--- src/rtl/spi_framed_request_engine_unit_defines.svh ---
// assertion macros for the framed request engine
`ifndef SPI_FRAMED_REQUEST_ENGINE_UNIT_DEFINES_SVH
`define SPI_FRAMED_REQUEST_ENGINE_UNIT_DEFINES_SVH

// same-cycle implication, sampled on clk, off during rst
`define SFRE_ASSERT_IMP(name, ante, cons, msg) \
  name: assert property (@(posedge clk) disable iff (rst) (ante) |-> (cons)) else $error(msg);

// next-cycle implication, sampled on clk, off during rst
`define SFRE_ASSERT_NXT(name, ante, cons, msg) \
  name: assert property (@(posedge clk) disable iff (rst) (ante) |=> (cons)) else $error(msg);

`endif

--- src/rtl/sfre_pkg.sv ---
// shared types and constants of the framed request engine
`default_nettype none
package sfre_pkg;

  localparam int ADDR_W = 3;

  localparam logic [7:0] HDR_BYTE      = 8'hAA;
  localparam logic [7:0] SYNC_BYTE     = 8'hAB;
  localparam logic [1:0] SYNC_NEEDED   = 2'd3;
  localparam logic [7:0] TIMEOUT_RESET = 8'd30;

  localparam logic [ADDR_W-1:0] REG_TIMEOUT_POLLS = 3'd0;

  localparam logic [1:0] CMD_START   = 2'd0;
  localparam logic [1:0] CMD_PAYLOAD = 2'd1;
  localparam logic [1:0] CMD_REPLY   = 2'd2;

  localparam logic [1:0] KIND_TX      = 2'd0;
  localparam logic [1:0] KIND_STATUS  = 2'd1;
  localparam logic [1:0] KIND_DATA    = 2'd2;
  localparam logic [1:0] KIND_TIMEOUT = 2'd3;

  typedef enum logic [2:0] {
    PH_IDLE,
    PH_PAYLOAD,
    PH_HUNT,
    PH_STATUS,
    PH_DATA
  } phase_t;

  typedef enum logic [1:0] {
    JOB_START,
    JOB_PAYLOAD,
    JOB_SINGLE
  } job_kind_t;

  // one queued unit of output work, expanded into beats by the back end
  typedef struct packed {
    job_kind_t  jk;
    logic [1:0] res_kind;
    logic       with_sum;
    logic       done;
    logic [2:0] ct;
    logic [7:0] addr;
    logic [7:0] cnt;
    logic [7:0] dat;
    logic [7:0] sum;
  } job_t;

endpackage
`default_nettype wire

--- src/rtl/sfre_front.sv ---
// front end: takes items, runs the protocol state and emits output jobs
`default_nettype none
module sfre_front import sfre_pkg::*; (
  input  wire logic       clk,
  input  wire logic       rst,
  input  wire logic       accept,
  input  wire logic [1:0] cmd,
  input  wire logic [2:0] call_type,
  input  wire logic [7:0] reg_addr,
  input  wire logic [7:0] byte_count,
  input  wire logic [7:0] data_byte,
  input  wire logic [7:0] timeout_polls,
  output job_t            push_job,
  output logic            push
);

  phase_t     phase, phase_next;
  logic [7:0] running_sum, running_sum_next;
  logic [7:0] saved_count, saved_count_next;
  logic [7:0] bytes_done, bytes_done_next;
  logic [1:0] sync_run, sync_run_next;
  logic [7:0] poll_count, poll_count_next;

  logic [7:0] start_sum;
  logic [7:0] pay_sum;
  logic [7:0] bd_inc;
  logic [7:0] pc_inc;
  logic [1:0] sr_inc;

  assign start_sum = {5'b0, call_type} + reg_addr + byte_count;
  assign pay_sum   = running_sum + data_byte;
  assign bd_inc    = bytes_done + 8'd1;
  assign pc_inc    = poll_count + 8'd1;
  assign sr_inc    = (data_byte == SYNC_BYTE) ? (sync_run + 2'd1) : 2'd0;

  always_ff @(posedge clk) begin
    if (rst) begin
      phase       <= PH_IDLE;
      running_sum <= '0;
      saved_count <= '0;
      bytes_done  <= '0;
      sync_run    <= '0;
      poll_count  <= '0;
    end else begin
      phase       <= phase_next;
      running_sum <= running_sum_next;
      saved_count <= saved_count_next;
      bytes_done  <= bytes_done_next;
      sync_run    <= sync_run_next;
      poll_count  <= poll_count_next;
    end
  end

  always_comb begin
    phase_next       = phase;
    running_sum_next = running_sum;
    saved_count_next = saved_count;
    bytes_done_next  = bytes_done;
    sync_run_next    = sync_run;
    poll_count_next  = poll_count;
    push             = 1'b0;
    push_job         = '0;
    push_job.jk       = JOB_SINGLE;
    push_job.res_kind = KIND_TX;
    push_job.ct       = call_type;
    push_job.addr     = reg_addr;
    push_job.cnt      = byte_count;
    push_job.dat      = data_byte;
    if (accept) begin
      case (cmd)
        CMD_START: begin
          push              = 1'b1;
          push_job.jk       = JOB_START;
          push_job.sum      = start_sum;
          push_job.with_sum = (byte_count == 8'd0);
          running_sum_next  = start_sum;
          saved_count_next  = byte_count;
          bytes_done_next   = '0;
          if (byte_count == 8'd0) begin
            phase_next      = PH_HUNT;
            sync_run_next   = '0;
            poll_count_next = '0;
          end else begin
            phase_next = PH_PAYLOAD;
          end
        end
        CMD_PAYLOAD: begin
          if (phase == PH_PAYLOAD) begin
            push              = 1'b1;
            push_job.jk       = JOB_PAYLOAD;
            push_job.sum      = pay_sum;
            push_job.with_sum = (bd_inc == saved_count);
            running_sum_next  = pay_sum;
            bytes_done_next   = bd_inc;
            if (bd_inc == saved_count) begin
              phase_next      = PH_HUNT;
              sync_run_next   = '0;
              poll_count_next = '0;
            end
          end
        end
        CMD_REPLY: begin
          case (phase)
            PH_HUNT: begin
              // sync beats a timeout on the same poll
              if (sr_inc == SYNC_NEEDED) begin
                phase_next      = PH_STATUS;
                sync_run_next   = '0;
                poll_count_next = '0;
              end else if (pc_inc == timeout_polls) begin
                push              = 1'b1;
                push_job.res_kind = KIND_TIMEOUT;
                push_job.dat      = '0;
                push_job.done     = 1'b1;
                phase_next        = PH_IDLE;
                sync_run_next     = '0;
                poll_count_next   = '0;
              end else begin
                sync_run_next   = sr_inc;
                poll_count_next = pc_inc;
              end
            end
            PH_STATUS: begin
              push              = 1'b1;
              push_job.res_kind = KIND_STATUS;
              if (saved_count == 8'd0) begin
                push_job.done = 1'b1;
                phase_next    = PH_IDLE;
              end else begin
                bytes_done_next = '0;
                phase_next      = PH_DATA;
              end
            end
            PH_DATA: begin
              push              = 1'b1;
              push_job.res_kind = KIND_DATA;
              bytes_done_next   = bd_inc;
              if (bd_inc == saved_count) begin
                push_job.done = 1'b1;
                phase_next    = PH_IDLE;
              end
            end
            default: ;
          endcase
        end
        default: ;
      endcase
    end
  end

endmodule
`default_nettype wire

--- src/rtl/sfre_queue.sv ---
// job queue between front and back end
`default_nettype none
module sfre_queue import sfre_pkg::*; #(
  parameter int DEPTH = 4
) (
  input  wire logic clk,
  input  wire logic rst,
  input  wire logic push,
  input  wire job_t push_job,
  output logic      full,
  input  wire logic pop,
  output logic      head_valid,
  output job_t      head_job
);

  localparam int PW = $clog2(DEPTH);
  localparam int CW = $clog2(DEPTH + 1);

  job_t          mem [DEPTH];
  logic [PW-1:0] wr_ptr;
  logic [PW-1:0] rd_ptr;
  logic [CW-1:0] count;

  assign full       = (count == CW'(DEPTH));
  assign head_valid = (count != '0);
  assign head_job   = mem[rd_ptr];

  always_ff @(posedge clk) begin
    if (push) begin
      mem[wr_ptr] <= push_job;
    end
  end

  always_ff @(posedge clk) begin
    if (rst) begin
      wr_ptr <= '0;
      rd_ptr <= '0;
      count  <= '0;
    end else begin
      if (push) begin
        wr_ptr <= (wr_ptr == PW'(DEPTH - 1)) ? '0 : wr_ptr + 1'b1;
      end
      if (pop) begin
        rd_ptr <= (rd_ptr == PW'(DEPTH - 1)) ? '0 : rd_ptr + 1'b1;
      end
      case ({push, pop})
        2'b10:   count <= count + 1'b1;
        2'b01:   count <= count - 1'b1;
        default: count <= count;
      endcase
    end
  end

endmodule
`default_nettype wire

--- src/rtl/sfre_back.sv ---
// back end: walks the head job one output beat per cycle while out_stall is low
`default_nettype none
module sfre_back import sfre_pkg::*; (
  input  wire logic       clk,
  input  wire logic       rst,
  input  wire logic       head_valid,
  input  wire job_t       head_job,
  output logic            pop,
  output logic            out_valid,
  input  wire logic       out_stall,
  output logic [1:0]      kind,
  output logic [7:0]      value,
  output logic            last,
  output logic            transaction_done
);

  logic [2:0] beat, beat_next;
  logic [2:0] last_beat;

  always_comb begin
    case (head_job.jk)
      JOB_START:   last_beat = head_job.with_sum ? 3'd6 : 3'd5;
      JOB_PAYLOAD: last_beat = head_job.with_sum ? 3'd1 : 3'd0;
      default:     last_beat = 3'd0;
    endcase
  end

  assign out_valid        = head_valid;
  assign kind             = head_job.res_kind;
  assign last             = (beat == last_beat);
  assign transaction_done = head_job.done;
  assign pop              = head_valid && !out_stall && last;

  always_comb begin
    case (head_job.jk)
      JOB_START: begin
        case (beat)
          3'd0, 3'd1, 3'd2: value = HDR_BYTE;
          3'd3:             value = {5'b0, head_job.ct};
          3'd4:             value = head_job.addr;
          3'd5:             value = head_job.cnt;
          default:          value = head_job.sum;
        endcase
      end
      JOB_PAYLOAD: value = (beat == 3'd0) ? head_job.dat : head_job.sum;
      default:     value = head_job.dat;
    endcase
  end

  always_comb begin
    beat_next = beat;
    if (head_valid && !out_stall) begin
      beat_next = last ? 3'd0 : beat + 3'd1;
    end
  end

  always_ff @(posedge clk) begin
    if (rst) begin
      beat <= '0;
    end else begin
      beat <= beat_next;
    end
  end

endmodule
`default_nettype wire

--- src/rtl/spi_framed_request_engine_unit.sv ---
// top level of the framed spi request engine
// the result beats of an item are registered in the job queue before they are shown
// throughput: one item per cycle while the job queue has room; output runs one beat per
// cycle while out_stall is low, a start item giving six or seven beats, set by the back end beat walker
// reset: synchronous, clears the protocol phase and counters, empties the job queue
// and sets timeout_polls to 30
`default_nettype none
`include "spi_framed_request_engine_unit_defines.svh"
module spi_framed_request_engine_unit import sfre_pkg::*; #(
  parameter int QUEUE_DEPTH = 4
) (
  input  wire logic              clk,
  input  wire logic              rst,
  input  wire logic              psel,
  input  wire logic              penable,
  input  wire logic              pwrite,
  input  wire logic [ADDR_W-1:0] paddr,
  input  wire logic [31:0]       pwdata,
  output logic      [31:0]       prdata,
  output logic                   pready,
  input  wire logic              in_valid,
  output logic                   in_stall,
  input  wire logic [1:0]        cmd,
  input  wire logic [2:0]        call_type,
  input  wire logic [7:0]        reg_addr,
  input  wire logic [7:0]        byte_count,
  input  wire logic [7:0]        data_byte,
  output logic                   out_valid,
  input  wire logic              out_stall,
  output logic [1:0]             kind,
  output logic [7:0]             value,
  output logic                   last,
  output logic                   transaction_done
);

  logic [7:0] timeout_polls;
  logic       cfg_wr;
  logic       accept;
  logic       push;
  logic       pop;
  logic       full;
  logic       head_valid;
  job_t       push_job;
  job_t       head_job;

  assign pready = 1'b1;
  assign cfg_wr = psel && penable && pwrite && pready;
  assign prdata = (paddr == REG_TIMEOUT_POLLS) ? {24'b0, timeout_polls} : 32'b0;

  always_ff @(posedge clk) begin
    if (rst) begin
      timeout_polls <= TIMEOUT_RESET;
    end else if (cfg_wr && paddr == REG_TIMEOUT_POLLS) begin
      timeout_polls <= pwdata[7:0];
    end
  end

  assign in_stall = full;
  assign accept   = in_valid && !full;

  sfre_front u_front (
    .clk           (clk),
    .rst           (rst),
    .accept        (accept),
    .cmd           (cmd),
    .call_type     (call_type),
    .reg_addr      (reg_addr),
    .byte_count    (byte_count),
    .data_byte     (data_byte),
    .timeout_polls (timeout_polls),
    .push_job      (push_job),
    .push          (push)
  );

  sfre_queue #(
    .DEPTH (QUEUE_DEPTH)
  ) u_queue (
    .clk        (clk),
    .rst        (rst),
    .push       (push),
    .push_job   (push_job),
    .full       (full),
    .pop        (pop),
    .head_valid (head_valid),
    .head_job   (head_job)
  );

  sfre_back u_back (
    .clk              (clk),
    .rst              (rst),
    .head_valid       (head_valid),
    .head_job         (head_job),
    .pop              (pop),
    .out_valid        (out_valid),
    .out_stall        (out_stall),
    .kind             (kind),
    .value            (value),
    .last             (last),
    .transaction_done (transaction_done)
  );

  `SFRE_ASSERT_IMP(a_done_is_last, out_valid && transaction_done, last, "done beat is not last")
  `SFRE_ASSERT_IMP(a_timeout_beat, out_valid && kind == KIND_TIMEOUT, value == 8'd0 && last && transaction_done, "bad timeout beat")
  `SFRE_ASSERT_NXT(a_cfg_write, cfg_wr && paddr == REG_TIMEOUT_POLLS, timeout_polls == $past(pwdata[7:0]), "timeout_polls not written")

endmodule
`default_nettype wire
--- config.mk ---
export PLATFORM = sky130hd
export DESIGN_NAME = spi_framed_request_engine_unit
export DESIGN_NICKNAME = d
export VERILOG_FILES = /design/src/rtl/sfre_pkg.sv /design/src/rtl/sfre_front.sv /design/src/rtl/sfre_queue.sv /design/src/rtl/sfre_back.sv /design/src/rtl/spi_framed_request_engine_unit.sv
export VERILOG_INCLUDE_DIRS = /design/src /design/src/rtl
export SDC_FILE = /design/constraint.sdc
export NUM_CORES = 1
export LEC_CHECK = 0
export ABC_AREA = 0
export BUFFER_PORTS_ARGS = -buffer_cell sky130_fd_sc_hd__buf_2
export CORE_MARGIN = 1.5
export CORE_UTILIZATION = 57
export CTS_BUF_LIST = sky130_fd_sc_hd__clkbuf_8 sky130_fd_sc_hd__clkbuf_16
export DETAILED_ROUTE_END_ITERATION = 6
export PLACE_DENSITY = 0.85
export SLEW_MARGIN = 20
export SYNTH_ARGS = -nofsm -noshare
export SYNTH_HDL_FRONTEND = slang
export SYNTH_SLANG_ARGS = --single-unit
--- constraint.sdc ---
create_clock -name clk -period 7 [get_ports clk]
set_input_delay 0 -clock clk [delete_from_list [all_inputs] [get_ports clk]]
set_output_delay 0 -clock clk [all_outputs]
set_load 0.01 [all_outputs]
After elaboration in Yosys (flattened, before gate mapping)
Memory sizes are Yosys's and may differ from the RTL's. A register that Yosys moved wholly into a read port is not among the register bits.
Index checks and enable logic that the tools add are counted.
- bits in latches: 0
- bits in read-only memories: 0
- bits of input ports: 71
- memories: 1
- bits in writable memories: 164
- flip-flop bits (word level): 55
- word-level logic and storage cells: 150
- memory list (memory ; depth ; bits a word ; rd ports ; clocked after Yosys merged registers in ; wr ports ; RTL line ; RTL):
    u_queue.mem ; 4 ; 41 ; 1 ; 1 ; 1 ; sfre_queue.sv:19 ; job_t mem [DEPTH];
- divide/modulo/power cells: 0
- $mul: 0
- add/sub/neg operators: 11
- eq/ne operators: 31
- reduce and logical (&&, ||, !) cells: 25
- bitwise logic cells: 0
- muxes and demuxes: 71
- shifts and indexed selects: 0
- order comparisons: 0
- operators by type and width (kind ; number):
    two-way mux 8 bit ; 16
    one-hot mux 8 bit (2 select lines) ; 4
    one-hot mux 8 bit (3 select lines) ; 2
    two-way mux 2 bit ; 17
    one-hot mux 8 bit (4 select lines) ; 1
    two-way mux 3 bit ; 7
    one-hot mux 3 bit (3 select lines) ; 2
    adder 8 x 1 -> 8 bit (second input constant) ; 2
    adder 8 bit ; 2
    == test 8 bit ; 2
    zero test 8 bit ; 2
    two-way mux 16 bit ; 1
    == test 3 x 2 -> 1 bit (second input constant) ; 4
    == test 3 bit (second input constant) ; 4
    one-hot mux 2 bit (3 select lines) ; 2
    one-hot mux 3 bit (2 select lines) ; 2
    two-way mux 1 bit ; 11
    == test 2 bit (second input constant) ; 5
    adder 3 x 8 -> 8 bit ; 1
    == test 8 bit (second input constant) ; 1
    AND reduction 7 bit ; 1
    adder 2 x 1 -> 2 bit (second input constant) ; 3
    adder 3 x 1 -> 3 bit (second input constant) ; 2
    == test 2 x 1 -> 1 bit (second input constant) ; 3
    other kinds (25) ; 41

Longest topological paths before layout
Gate-level depths: netlist (run 1).
- word-level depth: 9
- mapped depth: 16
- gate-level depth less buffers: 15

Hierarchy
A second synthesis (run 1) with hierarchy kept.
- cells, all modules: 858
- area, all modules: 11106.9 µm²
- modules (own cells, without submodules) (module ; instances ; seq. area each (µm²) ; area each (µm²) ; cells each):
    sfre_queue ; 1 ; 5104.9 ; 6407.4 ; 259
    sfre_front ; 1 ; 740.7 ; 3405.8 ; 435
    sfre_back ; 1 ; 60.1 ; 660.6 ; 92
    spi_framed_request_engine_unit ; 1 ; 160.2 ; 633.1 ; 72

Least setup slack after synthesis (run 1)
Ideal clock, no wire load.
- path type: register to register
- start: reg u_front.poll_count[0]
- end: mem u_queue.mem[0][0] in the netlist's numbering (enable)
- path buffers: 0
- arrival: 2.933 ns
- setup slack: 3.665 ns
- stages on the path, launching flop included: 9
- period minus slack after synthesis: 3.335 ns
- cell sequence: dfxtp_1 -> ha_1 -> nand3_1 -> o21ai_0 -> nand4_1 -> a2111oi_4 -> a211oi_2 -> nor2_1 -> and2_1
- cells in the longest elaborated chain, start to end: 9
- ends and longest elaborated chain (element ; RTL line ; RTL):
    from (decl) ; sfre_front.sv:22 ; logic [7:0] poll_count, poll_count_next;
    from (signal assigned) ; sfre_front.sv:50 ; poll_count <= poll_count_next;
    adder 8 x 1 -> 8 bit ; sfre_front.sv:33 ; assign pc_inc = poll_count + 8'd1;
    == test 8 bit ; sfre_front.sv:110 ; end else if (pc_inc == timeout_polls) begin
    two-way mux 1 bit ; sfre_front.sv:110 ;
    two-way mux 1 bit ; sfre_front.sv:106 ; if (sr_inc == SYNC_NEEDED) begin
    one-hot mux 1 bit (2 select lines) ; sfre_front.sv:103 ; case (phase)
    one-hot mux 1 bit (3 select lines) ; sfre_front.sv:70 ; case (cmd)
    two-way mux 1 bit ; sfre_front.sv:69 ; if (accept) begin
    two-way mux 1 bit ; sfre_queue.sv:29 ; if (push) begin
    two-way mux 1 bit (implied by the code) ; sfre_queue.sv:30 ; mem[wr_ptr] <= push_job;
    to (decl) ; sfre_queue.sv:19 ;
Every way passes these cells.

==> metrics, run 1 <==
drt total wl 23100 um; FILL cells 1295; crit-path most repeated cell inv_1; met3 wire len 1430 um; Mean Syn Cell Area 12.7 um^2; ant diodes 0; Root Buffer clkbuf_16; mux cell area share after synthesis 10.4%; layout overhead on the synthesized area 13.6%; Max-slew headroom 27.1%; Placer Congestion 0.853; drt drc 0; Period minus WS final 4.24 ns; Routed WL per cell 19.2 um; Via Count 7232; largest net degree at the start of global routing 53; worst slew pin tran 1.09 ns; Critical Path End Type flop; EDFF count, synth 164; worst path cell trace buf_4 -> mux4_2 -> inv_1 -> a31oi_1 -> o21ai_2 -> nand2b_1 -> inv_1 -> ha_1 -> inv_1 -> fa_1 -> xor2_1 -> or3_1 -> a21oi_1; Total GRT Usage 23.4%; Detailed Route Iter0 Violations 687; setup violators final 0; Vias/cell 6.03; RSZ-0062 raised after global routing no; commonest cells after routing, fill and taps aside edfxtp_1 (164), nor2_1 (72), buf_2 (68); CTS resizes 0; drt pass-1 iters 6; vias in the first global route 7140; Max Cap Viol 0; worst-skew pair later-pin latency 0.51 ns; DRT antenna net count 0; Cells after Synth 855; first-pass GRT wire length 36500 um; Std-Cell Rows 50; setup TNS 0 ns; CP Class reg -> reg; Crit path max-delay family flip-flops; max-slew violations 0; final hold viol count 0; fraction of registers with async set/reset 0%; sequential share of the synthesized area 55.8%; synthesized area 10900 um^2; flops & latches, synth 221; CTS sink cnt 221; Met1 Wirelength 9450 um; crit path launch type flop; Worst EP required 7.43 ns; Distinct cells, synth 72; top_reg_cell synth edfxtp_1; final core utilization 66.1%; htree depth 1; Worst Path Buf+Inv 4; R2R depth 13; pre-CTS setup slack 2.76 ns; CTS Buffer Depth 3; pwr/cell area 232 nW/um^2; Nets 1059; skew final 0.0141 ns; TritonCTS clock tree done; critical path's slowest cell dfxtp_2; Final Worst Setup Slack 2.76 ns; status finished clean; Initial Util 58.2%; IO Pins 118; Hold Path Depth 4; Critical Path Stages 13; worst stage delay on the critical path 0.85 ns; Routed met2 length 11500 um; final worst path period share 60.6%; Synth Area in Compound Gates 10.3%; post-synthesis simple-gate area fraction 11.1%; grt ovf 0; Port Buffers 68; leakage power figure 4.44 nW; most common cell after layout, fill and taps aside edfxtp_1; share of cells above drive strength 1 16.9%; Worst Hold Class in -> reg; cts bufs inserted 23; die area 19900 um^2; antenna violations before repair 0; Critical Path AT 4.68 ns; top sig layer met4; Post-CTS Setup Bufs 0; die span in y 141 um; XOR/XNOR Fraction of Synth Area 2.74%; post-DP HPWL 14500 um; adder-cell area share of the yosys netlist 5.01%; Worst-path clk slew 0.06 ns; die width 141 um; IR Drop Worst-Case VDD 0.000162 V; Peak Freq 236 MHz; synth warn 0; crit path max fanout 25; CORE AREA 18700 um^2; largest family of logic cells by synthesized area simple AND/OR/NAND/NOR gates
-- metal layers --
metal  global-route usage [%]  vias up
met5                        0        -
met4                     8.11        0
met3                     3.29       54
met2                     40.4      291
met1                     30.5     3531
li1                         -     3356
-- registers in the layout, summed over array words and instances, names as in the netlist, named ones only --
register and cells:
timeout_polls 8, u_back.beat 3, u_front.bytes_done 8, u_front.phase 3, u_front.poll_count 8, u_front.running_sum 8
u_front.saved_count 8, u_front.sync_run 2, u_queue.count 3, u_queue.mem 164, u_queue.rd_ptr 2, u_queue.wr_ptr 2
-- cells in the mapped netlist (all sizes together) (13+ instances only) --
cell type,n,area (um^2)
clkbuf,23,86.3
nor2,72,270
nand2,24,92.6
a21oi,49,249
nand2b,20,125
nand3,14,75.1
and2,13,81.3
mux2i,33,330
mux4,35,788
buf,37,265
inv,41,154
o21ai,30,154
edfxtp,164,4920
dfxtp,57,1140
xnor2,22,193
ha,34,425
nor2b,19,119
-- path summary, 6_finish.rpt --
check                                             end                           startpoint  slack (ns)
setup / recovery        u_queue.count[2]$_SDFFE_PP0P_                                 flop        2.76
setup reg to reg        u_queue.count[2]$_SDFFE_PP0P_                                 flop        2.76
hold reg to reg   u_front.running_sum[2]$_SDFFE_PP0P_  u_front.running_sum[2]$_SDFFE_PP0P_        0.46
hold / removal            u_back.beat[2]$_SDFFE_PP0P_                            out_stall        0.07
-- kinds of logic (layout without fill, tap and decap cells) --
logic type / after synthesis / in the layout
simple gates: 225 / 225
flops: 221 / 221
compound gates: 163 / 163
buf+inv: 101 / 188
mux: 69 / 69
fa+ha+maj: 40 / 40
xor+xnor: 34 / 34
other cells: 2 / 25
-- power breakdown --
part	internal, mW	switching [mW]	leakage, nW
Combinational	0.109	0.148	2.06
Sequential	1.42	0.0130	1.99
Clock	0.679	0.496	0.393
Total	2.21	0.657	4.44
-- worst min-delay path: cells and delay by family --
family / cells / cell delay (ns)
buffers and inverters: 1 / 0.08
AND/OR/NAND/NOR: 2 / 0.35
AO/OA/AOI/OAI: 1 / 0.11
-- timing repair --
item / CTS / global route
endpoints found under the setup margin: 0 / 0
hold buffers: 35 / 0
hold endpoints to repair: 125 / 0
-- through the flow --
stage / instances / power [mW] / cell area [um^2] / hold slack, ns
2_1_floorplan: 878 / 1.63 / 11000 / 0.0989
3_3_place_gp: 1122 / 1.68 / 11300 / 0.203
3_5_place_dp: 1122 / 1.69 / 11300 / 0.204
4_1_cts: 1199 / 2.87 / 12400 / 0.0424
5_1_grt: 1199 / 2.95 / 12400 / 0.0910
6_report: 1199 / 2.86 / 12400 / 0.0699
-- final cells by class --
class	instances	area, um^2	share of cell area [%]
Clock inverter	15	101	0.820
Inverter	41	154	1.25
Sequential cell	221	6070	49.1
Clock buffer	27	631	5.10
Timing Repair Buffer	105	706	5.71
Tap cell	234	293	2.37
Multi-Input combinational cell	556	4400	35.6
(Power assumes the default switching activity.)
==> run 2: changes to the inputs <==
--- a/config.mk
+++ b/config.mk
@@ -6,7 +6,7 @@
 export SDC_FILE = /design/constraint.sdc
 export NUM_CORES = 1
 export LEC_CHECK = 0
-export ABC_AREA = 0
+export ABC_AREA = 1
 export BUFFER_PORTS_ARGS = -buffer_cell sky130_fd_sc_hd__buf_2
 export CORE_MARGIN = 1.5
 export CORE_UTILIZATION = 57
==> constraint.sdc (replaced) <==
create_clock -name clk -period 4.3 [get_ports clk]
set_input_delay 0 -clock clk [delete_from_list [all_inputs] [get_ports clk]]
set_output_delay 0 -clock clk [all_outputs]
set_load 0.01 [all_outputs]
==> metrics, run 2 <==
status complete, but fails checks (was finished clean); failing checks design-rule violations; Placer Congestion 0.917 (was 0.853); R2R depth 16 (was 13); crit path max fanout 40 (was 25); Distinct cells, synth 51 (was 72); synthesized area 11000 um^2 (was 10900 um^2); die width 142 um (was 141 um); Critical Path Stages 16 (was 13); worst path cell trace buf_4 -> nand3_1 -> nand2_1 -> nand2_2 -> inv_2 -> nor2_1 -> a211oi_1 -> nand3_1 -> inv_2 -> ha_1 -> inv_1 -> fa_1 -> a21oi_1 -> o21ai_0 -> o21ai_0 -> a21oi_1 (was buf_4 -> mux4_2 -> inv_1 -> a31oi_1 -> o21ai_2 -> nand2b_1 -> inv_1 -> ha_1 -> inv_1 -> fa_1 -> xor2_1 -> or3_1 -> a21oi_1); synth warn 0 (unchanged); max-slew violations 0 (unchanged); FILL cells 1357 (was 1295); Synth area leaders edfxtp_1 (45%), dfxtp_1 (10%), nand2_1 (7.4%) (was edfxtp_1 (45%), dfxtp_1 (10%), mux4_2 (7.2%)); pwr/cell area 397 nW/um^2 (was 232 nW/um^2); Via Count 9014 (was 7232); top_reg_cell synth edfxtp_1 (unchanged); setup violators final 0 (unchanged); IO Pins 118 (unchanged); CP Class reg -> reg (unchanged); Worst Path Buf+Inv 4 (unchanged); HP Start cmd[1] (was out_stall); vias in the first global route 8529 (was 7140); final total power 5.03 mW (was 2.86 mW); EDFF count, synth 164 (unchanged); ant diodes 0 (unchanged); max reg flops 164 (unchanged); CTS Buffer Depth 3 (unchanged); largest net degree at the start of global routing 43 (was 53); most common cell after layout, fill and taps aside nand2_1 (was edfxtp_1); Mean Syn Cell Area 9.21 um^2 (was 12.7 um^2); die area 20100 um^2 (was 19900 um^2); post-DP HPWL 17100 um (was 14500 um); Biggest register u_queue.mem (unchanged); Peak Freq 278 MHz (was 236 MHz); final hold slack 0.187 ns (was 0.0699 ns); most area-hungry cell type in the Yosys netlist edfxtp_1 (unchanged); crit path launch type flop (unchanged); Nets 1406 (was 1059); commonest cells after routing, fill and taps aside nand2_1 (216), edfxtp_1 (164), nor2_1 (149) (was edfxtp_1 (164), nor2_1 (72), buf_2 (68)); die span in y 142 um (was 141 um); Critical Path AT 3.99 ns (was 4.68 ns); drt total wl 27400 um (was 23100 um); fraction of registers with async set/reset 0% (unchanged); flops & latches, synth 221 (unchanged); drt drc 1 (was 0); first-pass GRT wire length 43000 um (was 36500 um); DRT antenna net count 0 (unchanged); worst slew pin tran 1.03 ns (was 1.09 ns); synth cell count leaders nand2_1 (216), edfxtp_1 (164), nor2_1 (153) (was edfxtp_1 (164), nor2_1 (72), dfxtp_1 (57)); share of cells above drive strength 1 11.4% (was 16.9%); CTS resizes 0 (unchanged); drt pass-1 iters 7 (was 6); Post-CTS Setup Bufs 0 (unchanged); count leader, synth nand2_1 (was edfxtp_1); Worst Hold Class in -> reg (unchanged); CTS sink cnt 221 (unchanged); final worst path period share 83.8% (was 60.6%); Detailed Route Iter0 Violations 963 (was 687); Hold Path Depth 6 (was 4); worst-skew pair later-pin latency 0.50 ns (was 0.51 ns); Crit path max-delay family simple AND/OR/NAND/NOR gates (was flip-flops); Std-Cell Rows 50 (unchanged); final hold viol count 0 (unchanged); Critical Path End Type flop (unchanged); Cells after Synth 1192 (was 855); worst-case hold path end point u_front.phase[1]$_SDFFE_PP0P_ (was u_back.beat[2]$_SDFFE_PP0P_); Root Buffer clkbuf_16 (unchanged); skew final 0.00755 ns (was 0.0141 ns); critical path's slowest cell fa_1 (was dfxtp_2); IR Drop Worst-Case VDD 0.000298 V (was 0.000162 V); Vias/cell 5.83 (was 6.03); Worst-path clk slew 0.06 ns (about the same); layout overhead on the synthesized area 15.3% (was 13.6%); Port Buffers 68 (unchanged); cts bufs inserted 23 (unchanged); grt ovf 0 (unchanged); setup TNS 0 ns (unchanged); Period minus WS final 3.60 ns (was 4.24 ns); reg-to-reg slack, setup 0.70 ns (was 2.76 ns); worst r2r dst u_queue.count[2]$_SDFFE_PP0P_ (unchanged); antenna violations before repair 0 (unchanged); leakage power figure 5.08 nW (was 4.44 nW); Worst EP required 4.69 ns (was 7.43 ns); htree depth 1 (unchanged); top cell type's share of synthesized area 44.8% (was 45.3%); Routed WL per cell 17.7 um (was 19.2 um); worst stage delay on the critical path 0.44 ns (was 0.85 ns); Initial Util 58.5% (was 58.2%); TritonCTS clock tree done (unchanged); RSZ-0062 raised after global routing no (unchanged); sequential share of the synthesized area 55.2% (was 55.8%); CORE AREA 18800 um^2 (was 18700 um^2); Total GRT Usage 27.3% (was 23.4%); Max Cap Viol 0 (unchanged); Max-slew headroom 31.0% (was 27.1%)
[run 2: report_power, final]
| part | switching, mW | leakage, nW | internal (mW) |
|---|---|---|---|
| sequential | 0.0263 | 1.97 | 2.33 |
| combinational | 0.421 | 2.71 | 0.215 |
| clock | 0.800 | 0.400 | 1.23 |
[run 2: worst max path at each step]
stage / startpoint / endpoint
CTS: flop / u_queue.count[2]$_SDFFE_PP0P_
global route: flop / u_queue.count[2]$_SDFFE_PP0P_
floorplan: u_front.poll_count[0]$_SDFFE_PP0P_ / u_queue.mem[0][0]$_DFFE_PP_
finish: flop / u_queue.count[2]$_SDFFE_PP0P_
global placement: flop / u_queue.count[2]$_SDFFE_PP0P_
detailed placement: flop / u_queue.count[2]$_SDFFE_PP0P_
[run 2: per-layer routing]
metal / GRT usage, % / share of wire, %
met1: 34.5 / 39
met2: 47.9 / 49
met3: 3.85 / 9.5
met4: 10.0 / 3.2
met5: 0 / 0
[run 2: through the flow]
| stage | worst slack, ns | instances | utilization, % | instance area, um^2 |
|---|---|---|---|---|
| finish | 0.697 | 1545 | 67.5 | 12700 |
| global route | 0.315 | 1545 | 67.5 | 12700 |
| CTS | 0.755 | 1545 | 67.5 | 12700 |
| detailed placement | 0.856 | 1462 | 61.1 | 11500 |
| global placement | 0.952 | 1462 | 61.1 | 11500 |
| floorplan | 0.497 | 1215 | - | 11100 |
[run 2: area by class of cell]
cell class | instances | area, um^2 | area share [%]
Sequential cell | 221 | 6070 | 47.9
Multi-Input combinational cell | 811 | 4230 | 33.4
Timing Repair Buffer | 121 | 856 | 6.76
Clock buffer | 24 | 589 | 4.65
Inverter | 117 | 444 | 3.51
Tap cell | 234 | 293 | 2.31
Clock inverter | 17 | 184 | 1.45
[run 2: kinds of logic after synthesis]
group	share of synthesized area, %
other	0.0684
adders and majority gates	4.97
AOI/OAI and AO/OA	12.4
and+or+nand+nor	18.9
DFF	55.2
xor gates and xnor gates	1.12
buffers and inverters	7.32
[run 2: worst reg2reg max path, delay by kind of cell, from the launching register on]
kind                       cells  cell delay [ns]
and+or+nand+nor                5             0.97
AOI/OAI and AO/OA              5             0.78
buffers and inverters          4             0.80
adders and majority gates      2             0.61
DFF                            1             0.33
[run 2: timing repair]
action	CTS	global route
endpoints found under the hold margin	138	0
hold buffers	42	0
endpoints found under the setup margin	0	0
==> run 3: changes to the inputs <==
==> constraint.sdc (replaced) <==
create_clock -name clk -period 3.52 [get_ports clk]
set_input_delay 0 -clock clk [delete_from_list [all_inputs] [get_ports clk]]
set_output_delay 0 -clock clk [all_outputs]
set_load 0.01 [all_outputs]
==> metrics, run 3 (same netlist as run 2, synthesis figures left out) <==
Worst-path clk slew 0.06 ns (about the same); die width 142 um (unchanged); max-slew violations 0 (unchanged); Int Power 4.78 mW (was 3.78 mW); Post-CTS Setup Bufs 0 (unchanged); worst slew pin tran 0.784 ns (was 1.03 ns); IR Drop Worst-Case VDD 0.000297 V (was 0.000298 V); pre-CTS setup slack 0.354 ns (was 0.856 ns); FILL cells 1328 (was 1357); Max-slew headroom 47.3% (was 31.0%); Max Cap Viol 0 (unchanged); Comb power frac 12.2% (was 12.6%); CTS Buffer Depth 3 (unchanged); DRT antenna net count 0 (unchanged); IO Pins 118 (unchanged); drt pass-1 iters 5 (was 7); post-DP HPWL 17600 um (was 17100 um); Biggest register u_queue.mem (unchanged); Worst EP required 3.92 ns (was 4.69 ns); GR Util met2 47.5% (was 47.9%); Port Buffers 68 (unchanged); pwr/cell area 492 nW/um^2 (was 397 nW/um^2); fin cells 1559 (was 1545); Placement Cell Area 11600 um^2 (was 11500 um^2); status finished clean (was complete, but fails checks); TritonCTS clock tree done (unchanged); first-pass GRT wire length 43600 um (was 43000 um); met1 usage 36.0% (was 34.5%); final worst path period share 91.2% (was 83.8%); final core utilization 68.7% (was 67.5%); Std-Cell Rows 50 (unchanged); antenna violations before repair 0 (unchanged); Critical Path End Type flop (unchanged); Routed WL per cell 17.6 um (was 17.7 um); grt ovf 0 (unchanged); switching power 1.57 mW (was 1.25 mW); die area 20100 um^2 (unchanged); Sw Ratio 24.8% (about the same); drt drc 0 (was 1); die span in y 142 um (unchanged); global-route layer with the greatest usage met2 (unchanged); worst-skew pair later-pin latency 0.53 ns (was 0.50 ns); RSZ-0062 raised after global routing no (unchanged); Sequential Power Share 45.4% (was 47.0%); final hold slack 0.131 ns (was 0.187 ns); Critical Path AT 3.61 ns (was 3.99 ns); commonest cells after routing, fill and taps aside nand2_1 (215), edfxtp_1 (164), nor2_1 (149) (was nand2_1 (216), edfxtp_1 (164), nor2_1 (149)); setup TNS 0 ns (unchanged); Via Count 9023 (was 9014); Root Buffer clkbuf_16 (unchanged); Detailed Route Iter0 Violations 957 (was 963); max reg flops 164 (unchanged); largest net degree at the start of global routing 45 (was 43); vias in the first global route 8735 (was 8529); Final Worst Setup Slack 0.309 ns (was 0.697 ns); htree depth 1 (unchanged); skew final 0.0161 ns (was 0.00755 ns); setup violators final 0 (unchanged); Worst Hold Class in -> reg (unchanged); cts bufs inserted 24 (was 23); Total GRT Usage 27.6% (was 27.3%); ant diodes 0 (unchanged); CTS sink cnt 221 (unchanged); Hold Path Depth 5 (was 6); final total power 6.35 mW (was 5.03 mW); CORE AREA 18800 um^2 (unchanged); R2R depth 16 (unchanged); grt met3 use 3.54% (was 3.85%); Clock Power Share 42.3% (was 40.4%); most common cell after layout, fill and taps aside nand2_1 (unchanged); Peak Freq 311 MHz (was 278 MHz); Placed Cells 1472 (was 1462); Period minus WS final 3.21 ns (was 3.60 ns); post-route design area 12900 um^2 (was 12700 um^2); share of cells above drive strength 1 12.5% (was 11.4%); Placer Congestion 0.923 (was 0.917); Initial Util 58.5% (unchanged); crit path launch type flop (unchanged); Nets 1418 (was 1406); leakage power figure 5.18 nW (was 5.08 nW); final hold viol count 0 (unchanged); drt total wl 27400 um (about the same); Vias/cell 5.79 (was 5.83); crit path max fanout 33 (was 40); layout overhead on the synthesized area 17.4% (was 15.3%); CP Class reg -> reg (unchanged)
run 3: power groups by stage:
stage               Combinational [mW]  Clock [mW]  Sequential, mW
floorplan                        0.502           0            2.93
global placement                 0.694           0            2.94
detailed placement               0.718           0            2.94
CTS                              0.765        2.69            2.88
global route                     0.856        2.80            2.89
finish                           0.776        2.69            2.88
run 3: what timing repair did:
item,CTS,global route
endpoints found under the hold margin,137,0
setup endpoints to repair,0,1
hold buffers,43,0
resized for setup,0,3
run 3: per-layer routing:
layer | vias to the layer above | wire length [um] | share of wire, %
li1 | 4277 | - | -
met1 | 4221 | 11100 | 40
met2 | 451 | 13400 | 49
met3 | 74 | 2220 | 8.1
met4 | 0 | 705 | 2.6
met5 | - | 0 | 0
run 3: final cells by class:
type | count | area, um^2 | area share, %
Sequential cell | 221 | 6070 | 47.1
Multi-Input combinational cell | 811 | 4230 | 32.8
Timing Repair Buffer | 132 | 1000 | 7.78
Clock buffer | 25 | 626 | 4.85
Inverter | 117 | 447 | 3.47
Tap cell | 234 | 293 | 2.27
Clock inverter | 19 | 224 | 1.74
run 3: worst max-delay path, stage by stage, from the launching register on:
cell	delay [ns]
dfxtp_2	0.42
buf_4	0.36
nand2_1	0.09
nand3_1	0.09
nand2_1	0.09
nor2_1	0.14
o22ai_1	0.09
a211oi_1	0.27
nand3_1	0.25
inv_2	0.15
ha_1	0.16
inv_1	0.07
fa_1	0.43
a21oi_1	0.14
o21ai_0	0.10
o21ai_0	0.16
a21oi_1	0.06
run 3: path summary, 6_finish.rpt:
| kind | startpoint | endpoint | slack (ns) |
|---|---|---|---|
| setup / recovery | flop | u_queue.count[2]$_SDFFE_PP0P_ | 0.31 |
| hold / removal | cmd[0] | u_front.running_sum[5]$_SDFFE_PP0P_ | 0.13 |
| setup reg to reg | flop | u_queue.count[2]$_SDFFE_PP0P_ | 0.31 |
| hold reg to reg | u_front.sync_run[1]$_SDFFE_PP0P_ | u_front.sync_run[1]$_SDFFE_PP0P_ | 0.47 |
